===== src/rtl/p2qe_pkg.sv =====
// Shared types, constants and helpers for the P-square quantile estimator.
// No dependencies; every other module of the block imports this package.
`default_nettype none

package p2qe_pkg;

  // Fixed field widths of the ports
  localparam int FIELD_W   = 32;
  localparam int P_W       = 16;
  localparam int DES_W     = 48;
  localparam int FRAC_W    = 16;
  localparam int WIDE_W    = 64;
  localparam int CFG_IDX_W = 3;
  localparam int IDX_W     = 2;

  localparam logic [DES_W-1:0] ONE_Q16 = 48'd65536;

  // Register map
  localparam logic [CFG_IDX_W-1:0] REG_P  = 3'd0;
  localparam logic [CFG_IDX_W-1:0] REG_H0 = 3'd1;
  localparam logic [CFG_IDX_W-1:0] REG_H1 = 3'd2;
  localparam logic [CFG_IDX_W-1:0] REG_H2 = 3'd3;
  localparam logic [CFG_IDX_W-1:0] REG_H3 = 3'd4;
  localparam logic [CFG_IDX_W-1:0] REG_H4 = 3'd5;

  localparam logic signed [WIDE_W-1:0] WIDE_MAX = {1'b0, {(WIDE_W-1){1'b1}}};
  localparam logic signed [WIDE_W-1:0] WIDE_MIN = {1'b1, {(WIDE_W-1){1'b0}}};

  // Datapath operations issued by the controller
  typedef enum logic [3:0] {
    OP_NONE,
    OP_CELL,
    OP_EVAL,
    OP_TERM1,
    OP_TERM2,
    OP_DIVS,
    OP_LIN,
    OP_COMMIT,
    OP_OUTPUT
  } p2qe_op_e;

  typedef struct packed {
    logic             take;   // input transfer this cycle
    p2qe_op_e         op;
    logic             start;  // launch the term unit
    logic [IDX_W-1:0] idx;    // inner marker under adjustment
  } p2qe_cmd_t;

  typedef struct packed {
    logic go;        // marker must move
    logic ok;        // parabolic prediction lies between neighbors
    logic done;      // term unit result ready
    logic out_free;  // output register can take a result
  } p2qe_sts_t;

  // 64-bit saturating add
  function automatic logic signed [WIDE_W-1:0] sat_add(
    input logic signed [WIDE_W-1:0] a,
    input logic signed [WIDE_W-1:0] b
  );
    logic signed [WIDE_W-1:0] sum;
    sum = a + b;
    if ((a[WIDE_W-1] == b[WIDE_W-1]) && (sum[WIDE_W-1] != a[WIDE_W-1])) begin
      sum = a[WIDE_W-1] ? WIDE_MIN : WIDE_MAX;
    end
    return sum;
  endfunction

endpackage

`default_nettype wire


===== src/rtl/p2qe_ctrl.sv =====
// Controller: sequences the cell step and the three inner-marker adjustments.
// Uses p2qe_pkg; drives p2qe_dpath through command and status structs.
`default_nettype none

module p2qe_ctrl
  import p2qe_pkg::*;
(
  input  logic      clk_i,
  input  logic      rst_ni,
  input  logic      in_valid_i,
  output logic      in_stall_o,
  output p2qe_cmd_t cmd_o,
  input  p2qe_sts_t sts_i
);

  typedef enum logic [3:0] {
    S_IDLE, S_CELL, S_EVAL, S_T1, S_T1W, S_T2, S_T2W,
    S_DV, S_DVW, S_CHK, S_LN, S_LNW, S_COMMIT, S_OUT
  } ctrl_state_e;

  ctrl_state_e      state_q;
  logic [IDX_W-1:0] idx_q;

  localparam logic [IDX_W-1:0] IDX_FIRST = IDX_W'(1);
  localparam logic [IDX_W-1:0] IDX_LAST  = IDX_W'(3);

  // State and marker index
  always_ff @(posedge clk_i or negedge rst_ni) begin
    if (!rst_ni) begin
      state_q <= S_IDLE;
      idx_q   <= IDX_FIRST;
    end else begin
      case (state_q)
        S_IDLE: if (in_valid_i) state_q <= S_CELL;
        S_CELL: begin
          state_q <= S_EVAL;
          idx_q   <= IDX_FIRST;
        end
        S_EVAL: begin
          if (sts_i.go) state_q <= S_T1;
          else if (idx_q == IDX_LAST) state_q <= S_OUT;
          else idx_q <= idx_q + 1'b1;
        end
        S_T1:  state_q <= S_T1W;
        S_T1W: if (sts_i.done) state_q <= S_T2;
        S_T2:  state_q <= S_T2W;
        S_T2W: if (sts_i.done) state_q <= S_DV;
        S_DV:  state_q <= S_DVW;
        S_DVW: if (sts_i.done) state_q <= S_CHK;
        S_CHK: state_q <= sts_i.ok ? S_COMMIT : S_LN;
        S_LN:  state_q <= S_LNW;
        S_LNW: if (sts_i.done) state_q <= S_COMMIT;
        S_COMMIT: begin
          if (idx_q == IDX_LAST) state_q <= S_OUT;
          else begin
            idx_q   <= idx_q + 1'b1;
            state_q <= S_EVAL;
          end
        end
        S_OUT:   if (sts_i.out_free) state_q <= S_IDLE;
        default: state_q <= S_IDLE;
      endcase
    end
  end

  // Command decode
  always_comb begin
    cmd_o.take  = (state_q == S_IDLE) && in_valid_i;
    cmd_o.idx   = idx_q;
    cmd_o.start = (state_q == S_T1) || (state_q == S_T2) ||
                  (state_q == S_DV) || (state_q == S_LN);
    case (state_q)
      S_CELL:          cmd_o.op = OP_CELL;
      S_EVAL:          cmd_o.op = OP_EVAL;
      S_T1, S_T1W:     cmd_o.op = OP_TERM1;
      S_T2, S_T2W:     cmd_o.op = OP_TERM2;
      S_DV, S_DVW:     cmd_o.op = OP_DIVS;
      S_LN, S_LNW:     cmd_o.op = OP_LIN;
      S_COMMIT:        cmd_o.op = OP_COMMIT;
      S_OUT:           cmd_o.op = sts_i.out_free ? OP_OUTPUT : OP_NONE;
      default:         cmd_o.op = OP_NONE;
    endcase
  end

  assign in_stall_o = (state_q != S_IDLE);

`ifndef SYNTHESIS
  // term unit finishes only while a wait state expects it
  a_done_in_wait: assert property (@(posedge clk_i) disable iff (!rst_ni)
    sts_i.done |-> (state_q == S_T1W || state_q == S_T2W ||
                    state_q == S_DVW || state_q == S_LNW))
    else $error("term result outside a wait state");

  // only inner markers are adjusted
  a_idx_inner: assert property (@(posedge clk_i) disable iff (!rst_ni)
    (state_q == S_EVAL) |-> (idx_q != '0))
    else $error("marker index out of range");

  // after a commit the next marker is evaluated or the result goes out
  a_commit_next: assert property (@(posedge clk_i) disable iff (!rst_ni)
    (state_q == S_COMMIT) |=> (state_q == S_EVAL || state_q == S_OUT))
    else $error("bad sequence after commit");

  // the output register is loaded only when it is free
  a_out_free: assert property (@(posedge clk_i) disable iff (!rst_ni)
    (cmd_o.op == OP_OUTPUT) |-> sts_i.out_free)
    else $error("output register overwritten");
`endif

endmodule

`default_nettype wire


===== config.mk =====
export PLATFORM = sky130hd
export DESIGN_NAME = p2qe_ctrl
export DESIGN_NICKNAME = d
export VERILOG_FILES = /design/src/rtl/p2qe_pkg.sv /design/src/rtl/p2qe_ctrl.sv
export SDC_FILE = /design/constraint.sdc
export NUM_CORES = 1
export LEC_CHECK = 0
export BUFFER_PORTS_ARGS = -buffer_cell sky130_fd_sc_hd__buf_2
export CAP_MARGIN = 10
export CORE_AREA = 2 2 43 45
export DETAILED_ROUTE_END_ITERATION = 10
export DIE_AREA = 0 0 45 47
export HOLD_SLACK_MARGIN = 0.05
export PLACE_DENSITY_LB_ADDON = 0.25
export SYNTH_ARGS = -nofsm -noshare
export SYNTH_HDL_FRONTEND = slang
export SYNTH_SLANG_ARGS = --single-unit

===== constraint.sdc =====
create_clock -name clk_i -period 3.8 [get_ports clk_i]
set_clock_uncertainty 0.05 [all_clocks]
set_input_delay 0.19 -clock clk_i [delete_from_list [all_inputs] [get_ports clk_i]]
set_output_delay 0.19 -clock clk_i [all_outputs]
set_load 0.02 [all_outputs]

==> results of run 1 <==
==> sequential cells by signal, summed over array words and instances, names as in the netlist <==
| signal | flops |
|---|---|
| state_q | 4 |
| idx_q | 2 |
==> per-layer routing <==
| metal | routed length (um) | track usage | up-vias |
|---|---|---|---|
| li1 | - | - | 334 |
| met5 | 0 | 0 | - |
| met2 | 728 | 0.260 | 14 |
| met1 | 756 | 0.231 | 310 |
| met3 | 37 | 0.0615 | 0 |
| met4 | 0 | 0 | 0 |
==> what timing repair did <==
| action | 4_1_cts | 5_1_grt |
|---|---|---|
| endpoints found under the hold margin | 6 | 0 |
| gates resized for setup | 0 | 0 |
| hold buffers | 1 | 0 |
==> how the worst max path moves through the flow <==
stage	endpoint	slack, ns	from	cells after the start
detailed placement	idx_q[1]	1.74	state_q[3]	4
finish	idx_q[1]	1.72	state_q[2]	4
CTS	idx_q[1]	1.72	state_q[2]	4
floorplan	state_q[3]	2.00	idx_q[1]	4
global placement	idx_q[1]	1.75	state_q[2]	4
global route	idx_q[1]	1.57	state_q[2]	4
==> metrics by stage <==
stage | hold slack [ns] | util
final | 0.248 | 0.447
after global routing | 0.248 | 0.447
after floorplan | -0.156 | -
after CTS | 0.234 | 0.447
after detailed placement | -0.0327 | 0.425
after global placement | -0.0342 | 0.425
==> cell families (layout without fill, tap and decap cells) <==
kind of cell | after synthesis | in the layout | synth area share
mux | 3 | 3 | 0.0509
flops | 6 | 6 | 0.237
fa+ha+maj | 1 | 1 | 0.0196
simple gates | 26 | 26 | 0.243
compound gates | 31 | 31 | 0.362
buf+inv | 13 | 26 | 0.0881
==> placed cells by master, fill, tap and decap left out, drive strengths merged, types with 2 or more instances in the layout <==
master  instances
nand2b          4
nor2            4
a21oi           6
nand2           6
dfrtp           5
a211oi          3
clkbuf          4
o21ai           5
mux2            2
or4b            2
buf            15
nor2b           3
o41ai           3
inv             6
==> final cells by class <==
cell class / instances / area share
well taps: 17 / 0.0288
multi-input cells: 61 / 0.585
clock buffers: 4 / 0.0356
inverters: 6 / 0.0305
flip-flops and latches: 6 / 0.205
repair buffers: 16 / 0.115
==> power by group <==
| group | leakage [nW] | switching, mW | internal (mW) |
|---|---|---|---|
| clock network | 0.0150 | 0.0239 | 0.0398 |
| registers | 0.0730 | 0.0992 | 0.0975 |
| logic | 0.243 | 0.238 | 0.189 |
==> worst max-delay path: cells and delay by family, from the launching register on <==
| family | cells | cell delay, ns |
|---|---|---|
| AO/OA/AOI/OAI | 2 | 0.36 |
| AND/OR/NAND/NOR | 1 | 0.63 |
| multiplexers | 1 | 0.33 |
| flip-flops | 1 | 0.58 |
==> Yosys cell counts, drive strengths merged (2+ instances only) <==
master  instances
clkbuf          6
mux2            2
nand2           6
nor2            4
o21ai           5
nor2b           3
o41ai           3
or4b            2
a211oi          3
dfrtp           5
a21oi           6
inv             6
nand2b          4
==> impl_metrics.env, run 1 <==
export IMPL_overflow=0
export IMPL_required_ns=3.87
export IMPL_area_growth_pct=15.5
export IMPL_multiInputGateArea_sq_um=432
export IMPL_post_synth_cell_area_avg_sq_um=7.99
export IMPL_rsz0062_at_grt="false"
export IMPL_route_vias_total=658
export IMPL_fin_nets=102
export IMPL_worst_pin_slew_ns=0.607
export IMPL_antenna_found_initial=0
export IMPL_syn_inst=80
export IMPL_yosys_warnings=0
export IMPL_crit_fanout=22
export IMPL_path_cells="or4b_1 > a211oi_2 > a21oi_1 > mux2_1"
export IMPL_clk_latency_ns=0.24
export IMPL_cts_root_buf="clkbuf_4"
export IMPL_post_route_period_util=0.547
export IMPL_synthArstFlopShare=1.00
export IMPL_slew_violations=0
export IMPL_synthesis_nets=88
export IMPL_end_kind="flop"
export IMPL_final_area_sq_um=738
export IMPL_n_antenna_cell=0
export IMPL_netlist_top_cell_by_area="dfrtp_1"
export IMPL_initialDrtViolationCount=7
export IMPL_numCtsBuffers=3
export IMPL_ant_nets=0
export IMPL_core_area_sq_um=1650
export IMPL_cts_max_level=1
export IMPL_fin_cells=110
export IMPL_synthFlopType="dfrtp_1"
export IMPL_max_freq_mhz=481
export IMPL_setup_violations=0
export IMPL_clock_path_buffers=2
export IMPL_wl_per_cell_um=13.8
export IMPL_worst_slack_ns=1.72
export IMPL_rows=15
export IMPL_fp_dieH_um=47
export IMPL_place_ws_ns=1.74
export IMPL_power_static_leakage_nw=0.331
export IMPL_regToRegStartpoint="state_q[2]"
export IMPL_path_class="reg2reg"
export IMPL_routabilityCongestion=0.803
export IMPL_synth_area_leaders="dfrtp_1 (20%), a21oi_1 (4.7%), dfstp_2 (4.1%)"
export IMPL_setup_tns_ns=0
export IMPL_first_pass_iters=4
export IMPL_synth_seq_cells=6
export IMPL_place_inst=105
export IMPL_drc=0
export IMPL_power_uw=687
export IMPL_hold_path_class="in2async"
export IMPL_die_w_um=45
export IMPL_slowest_stage="or4b_1"
export IMPL_crit_reg2reg_capture="idx_q[1]"
export IMPL_maxCapViolations=0
export IMPL_wirelength_um=1520
export IMPL_nFillCells=172
export IMPL_pin_count=16
export IMPL_cts_sinks=6
export IMPL_cp_slowest_stage_delay_ns=0.63
export IMPL_cts_setup_buffers=0
export IMPL_dpl_cell_area_sq_um=702
export IMPL_slew_headroom=0.596
export IMPL_hold_violations=0
export IMPL_synth_edff_count=0
export IMPL_drive_gt1_frac=0.247
export IMPL_status="finished, final reports clean"
export IMPL_grt_pass1_vias=571
export IMPL_powerDensity_nw_per_um2=931
export IMPL_dieArea_sq_um=2120
export IMPL_reg2reg_depth=4
export IMPL_grt_pass1_wl_um=2580
export IMPL_clkTransAtPathRegs_ns=0.05
export IMPL_yosysUniqueCellTypes=40
export IMPL_synth_top_cell_area_share=0.196
export IMPL_crit_path_start_kind="flop"
export IMPL_netlist_area_sq_um=639
export IMPL_hpwl_um=1120
export IMPL_cts_tree="built"
export IMPL_grt_usage=0.165
export IMPL_ys_seq_area_frac=0.237
export IMPL_viasPerCell=5.98
export IMPL_ir_drop_mv=0.379
export IMPL_fin_crit_ns=2.08
export IMPL_initial_core_util=0.387
export IMPL_seq_area_sq_um=151
export IMPL_port_buffer_count=15
export IMPL_r2r_setup_slack_ns=1.72
export IMPL_worstPathArrival_ns=2.15
export IMPL_grt_max_degree=24
Power figures use the tool's default switching activity.
==> inputs of run 2 (changes only) <==
==> constraint.sdc (replaced) <==
create_clock -name clk_i -period 2 [get_ports clk_i]
set_clock_uncertainty 0.05 [all_clocks]
set_input_delay 0.1 -clock clk_i [delete_from_list [all_inputs] [get_ports clk_i]]
set_output_delay 0.1 -clock clk_i [all_outputs]
set_load 0.02 [all_outputs]
==> run 2 against run 1 <==
Effect of this change:
- via count up 3.3%
- first-iteration DRC count grew to 4.1 times the previous value
- core utilization up 3.3 points
- sequential share of layout area decreased by 1.4 points
- clock power increased by 87%
- flip-flop and latch count is the same
- design area increased by 7.5%
- power is 110% higher
- highest routed layer unchanged
==> impl_metrics.env, run 2 (synthesis results as in run 1) <==
export IMPL_overflow=0
export IMPL_slew_violations=0
export IMPL_initialDrtViolationCount=29
export IMPL_hpwl_um=1270
export IMPL_wl_per_cell_um=14.3
export IMPL_crit_path_start_kind="flop"
export IMPL_required_ns=2.07
export IMPL_max_freq_mhz=537
export IMPL_seq_area_sq_um=151
export IMPL_fin_crit_ns=1.86
export IMPL_dieArea_sq_um=2120
export IMPL_path_class="reg2reg"
export IMPL_clkPwrFrac=0.084
export IMPL_netSwitchingFraction=0.507
export IMPL_port_buffer_count=15
export IMPL_grtUsageMet2=0.277
export IMPL_powerDensity_nw_per_um2=1790
export IMPL_crit_fanout=8
export IMPL_grtUsageMet1=0.235
export IMPL_cp_slowest_stage_delay_ns=0.55
export IMPL_numCtsBuffers=3
export IMPL_rsz0062_at_grt="false"
export IMPL_largest_register="state_q"
export IMPL_worst_pin_slew_ns=0.419
export IMPL_fin_nets=109
export IMPL_cts_sinks=6
export IMPL_end_kind="flop"
export IMPL_p_switching_uw=720
export IMPL_wirelength_um=1670
export IMPL_dpl_cell_area_sq_um=754
export IMPL_n_antenna_cell=0
export IMPL_clk_latency_ns=0.24
export IMPL_ant_nets=0
export IMPL_path_cells="or4b_1 > a211oi_2 > a21oi_1 > mux2_1"
export IMPL_rows=15
export IMPL_cts_tree="built"
export IMPL_internal_power_uw=700
export IMPL_drive_gt1_frac=0.310
export IMPL_fin_util=0.480
export IMPL_viasPerCell=5.81
export IMPL_routabilityCongestion=0.851
export IMPL_initial_core_util=0.387
export IMPL_setup_tns_ns=0
export IMPL_whs_ns=0.156
export IMPL_nFillCells=168
export IMPL_multiInputGateArea_sq_um=434
export IMPL_largest_register_ffs=4
export IMPL_pin_count=16
export IMPL_p_comb_frac=0.729
export IMPL_worstPathArrival_ns=1.93
export IMPL_clock_path_buffers=2
export IMPL_grt_max_degree=17
export IMPL_route_vias_total=680
export IMPL_core_area_sq_um=1650
export IMPL_hold_violations=0
export IMPL_maxCapViolations=0
export IMPL_grt_usage=0.171
export IMPL_fp_dieH_um=47
export IMPL_power_static_leakage_nw=0.366
export IMPL_use_met3=0.0462
export IMPL_power_mw=1.42
export IMPL_cts_root_buf="clkbuf_4"
export IMPL_slew_headroom=0.717
export IMPL_first_pass_iters=4
export IMPL_drc=0
export IMPL_ir_drop_mv=0.549
export IMPL_status="finished, final reports clean"
export IMPL_setup_violations=0
export IMPL_grt_pass1_wl_um=2620
export IMPL_final_area_sq_um=793
export IMPL_area_growth_pct=24.1
export IMPL_cts_max_level=1
export IMPL_antenna_found_initial=0
export IMPL_largestRegisters="state_q x4, idx_q x2"
export IMPL_final_cell_mix="buf_2 (15), buf_4 (7), inv_1 (6), nand2_1 (6), a21oi_1 (6)"
export IMPL_post_route_period_util=0.931
export IMPL_die_w_um=45
export IMPL_clkTransAtPathRegs_ns=0.05
export IMPL_grt_pass1_vias=598
export IMPL_final_common_cell="buf_2"
export IMPL_hold_path_class="in2async"
export IMPL_grt_busiest_layer="met2"
export IMPL_pwr_share_seq=0.188
export IMPL_slowest_stage="or4b_1"
-- run 2: cell types whose count changed in the layout (fill, tap and decap cells not counted) --
cell    change
buf_4       +7
nor2_1      -1
nor2_2      +1
-- run 2: metal layers --
layer	vias up	share of wire
met4	0	0
met3	0	0.045
met5	-	0
li1	344	-
met1	316	0.48
met2	20	0.48
-- run 2: final timing paths --
check / startpoint / to / slack (ns) / cells after the start
worst max register to register: state_q[3] / idx_q[1] / 0.14 / 4
worst max-delay path: state_q[3] / idx_q[1] / 0.14 / 4
max in group asynchronous: rst_ni / idx_q[0] / 1.52 / 2
worst min register to register: idx_q[0] / idx_q[0] / 0.44 / 1
min in group clk_i: sts_i[3] / idx_q[0] / 0.34 / 4
worst min-delay path: rst_ni / state_q[1] / 0.16 / 2
-- run 2: through the flow --
step / setup slack [ns] / instances
finish: 0.137 / 117
global route: 0.0119 / 117
CTS: 0.135 / 117
detailed placement: 0.160 / 112
global placement: 0.164 / 112
floorplan: 0.202 / 80
-- run 2: cell type report --
| type | instances | share of cell area |
|---|---|---|
| Sequential cell | 6 | 0.191 |
| Clock buffer | 4 | 0.0331 |
| Timing Repair Buffer | 23 | 0.174 |
| Tap cell | 17 | 0.0268 |
| Multi-Input combinational cell | 61 | 0.547 |
| Inverter | 6 | 0.0284 |
-- run 2: timing repair --
action,CTS,global route
buffers inserted,0,0
setup endpoints to repair,0,1
gates resized for setup,0,1
endpoints found under the hold margin,6,0
hold buffers,1,0
-- run 2: power by group through the flow --
stage | logic [mW] | clock network (mW) | registers, mW
final | 1.03 | 0.119 | 0.267
after global routing | 1.13 | 0.138 | 0.277
after CTS | 1.02 | 0.124 | 0.267
after detailed placement | 1.02 | 0 | 0.268
after global placement | 1.01 | 0 | 0.265
after floorplan | 0.746 | 0 | 0.251
-- run 2: critical path: cells and delay by family (launching register included) --
family | cells | cell delay (ns)
mux | 1 | 0.33
flops | 1 | 0.45
simple gates | 1 | 0.55
compound gates | 2 | 0.36
==> inputs of run 3 (changes only) <==
--- a/config.mk
+++ b/config.mk
@@ -12,6 +12,7 @@
 export DIE_AREA = 0 0 45 47
 export HOLD_SLACK_MARGIN = 0.05
 export PLACE_DENSITY_LB_ADDON = 0.25
+export RECOVER_POWER = 100
 export SYNTH_ARGS = -nofsm -noshare
 export SYNTH_HDL_FRONTEND = slang
 export SYNTH_SLANG_ARGS = --single-unit
==> run 3 against run 2 <==
Effect of this change:
- non-clock buffer count unchanged
- critical endpoint is now state_q[3]
- sequential share of layout area increased by 0.37 points
- count of clock-buffer cells in the layout unchanged
- maximum frequency decreased by 1.8%
- critical path type unchanged
- highest routed layer unchanged
==> impl_metrics.env, run 3 (synthesis results as in run 1) <==
export IMPL_status="finished, final reports clean"
export IMPL_dieArea_sq_um=2120
export IMPL_fp_dieH_um=47
export IMPL_rows=15
export IMPL_power_mw=1.39
export IMPL_maxCapViolations=0
export IMPL_clock_path_buffers=2
export IMPL_dr_max_layer_used="met3"
export IMPL_cts_root_buf="clkbuf_4"
export IMPL_powerDensity_nw_per_um2=1780
export IMPL_wl_per_cell_um=14.2
export IMPL_route_vias_total=686
export IMPL_internal_power_uw=667
export IMPL_pin_count=16
export IMPL_r2r_setup_slack_ns=0.10
export IMPL_cts_max_level=1
export IMPL_largest_register="state_q"
export IMPL_pwr_share_seq=0.193
export IMPL_overflow=0
export IMPL_grt_usage=0.171
export IMPL_rsz0062_at_grt="false"
export IMPL_path_class="reg2reg"
export IMPL_ir_drop_mv=0.547
export IMPL_antenna_found_initial=0
export IMPL_slew_violations=0
export IMPL_netSwitchingFraction=0.520
export IMPL_hpwl_um=1270
export IMPL_hold_violations=0
export IMPL_cts_sinks=6
export IMPL_power_static_leakage_nw=0.337
export IMPL_worst_pin_slew_ns=0.427
export IMPL_first_pass_iters=5
export IMPL_final_common_cell="clkbuf_1"
export IMPL_initialDrtViolationCount=22
export IMPL_core_area_sq_um=1650
export IMPL_p_switching_uw=722
export IMPL_fin_crit_ns=1.90
export IMPL_fin_nets=109
export IMPL_max_freq_mhz=527
export IMPL_worstPathArrival_ns=1.97
export IMPL_end_kind="flop"
export IMPL_drive_gt1_frac=0.230
export IMPL_setup_tns_ns=0
export IMPL_p_comb_frac=0.722
export IMPL_m1WireLength_um=800
export IMPL_hold_path_class="in2async"
export IMPL_wirelength_um=1660
export IMPL_numCtsBuffers=3
export IMPL_wl_met3_um=62
export IMPL_viasPerCell=5.86
export IMPL_cts_setup_buffers=0
export IMPL_port_buffer_count=15
export IMPL_cts_tree="built"
export IMPL_initial_core_util=0.387
export IMPL_whs_ns=0.206
export IMPL_routabilityCongestion=0.851
export IMPL_die_w_um=45
export IMPL_post_route_period_util=0.949
export IMPL_final_cell_mix="clkbuf_1 (9), buf_2 (7), inv_1 (6), nand2_1 (6), a21oi_1 (6)"
export IMPL_slew_headroom=0.712
export IMPL_area_growth_pct=21.7
export IMPL_n_antenna_cell=0
export IMPL_ant_nets=0
export IMPL_drc=0
export IMPL_largest_register_ffs=4
export IMPL_grt_max_degree=17
export IMPL_clkPwrFrac=0.085
export IMPL_clkTransAtPathRegs_ns=0.05
export IMPL_clk_latency_ns=0.24
export IMPL_grt_pass1_wl_um=2620
export IMPL_crit_path_start_kind="flop"
export IMPL_setup_violations=0
export IMPL_largestRegisters="state_q x4, idx_q x2"
export IMPL_grt_pass1_vias=598
export IMPL_dr_wl_met2_um=793
export IMPL_required_ns=2.07
export IMPL_crit_fanout=11
-- run 3: per-stage QoR --
stage               cells  utilization  area [sq um]  worst slack (ns)
floorplan              80            -           639             0.202
global placement      112        0.457           754             0.164
detailed placement    112        0.457           754             0.160
CTS                   117        0.479           791             0.135
global route          117        0.471           778           0.00905
finish                117        0.471           778             0.102
-- run 3: worst max-delay path, cell delays in order (launching register included) --
cell and delay [ns]:
dfrtp_1 0.43, clkbuf_2 0.21, nand2b_1 0.21, o41ai_1 0.39, a21oi_1 0.15, mux2_1 0.34
-- run 3: repair_timing --
| item | 4_1_cts | 5_1_grt |
|---|---|---|
| hold endpoints to repair | 6 | 0 |
| setup endpoints to repair | 0 | 1 |
| gates resized for setup | 0 | 1 |
| hold buffers | 1 | 0 |
-- run 3: final cells by class --
type | count | area, sq um
Timing Repair Buffer | 23 | 123
Inverter | 6 | 22.5
Tap cell | 17 | 21.3
Clock buffer | 4 | 26.3
Multi-Input combinational cell | 61 | 434
Sequential cell | 6 | 151
Fill cell | 173 | 873
-- run 3: path summary, 6_finish.rpt --
path | startpoint | end | depth (start not counted)
worst min-delay path | rst_ni | state_q[1] | 2
max in group asynchronous | rst_ni | idx_q[0] | 2
min in group clk_i | sts_i[3] | idx_q[0] | 4
worst max-delay path | state_q[2] | state_q[3] | 5
worst max register to register | state_q[2] | state_q[3] | 5
worst min register to register | idx_q[0] | idx_q[0] | 1
-- run 3: power groups by stage --
stage | registers, mW | clock network [mW] | logic [mW]
2_1_floorplan | 0.251 | 0 | 0.746
3_3_place_gp | 0.265 | 0 | 1.01
3_5_place_dp | 0.268 | 0 | 1.02
4_1_cts | 0.267 | 0.124 | 1.02
5_1_grt | 0.277 | 0.138 | 1.10
6_report | 0.268 | 0.118 | 1.00
-- run 3: routing by layer --
metal,vias to the layer above,track usage
met5,-,0
li1,345,-
met3,0,0.0462
met2,19,0.277
met1,322,0.235
met4,0,0.0176
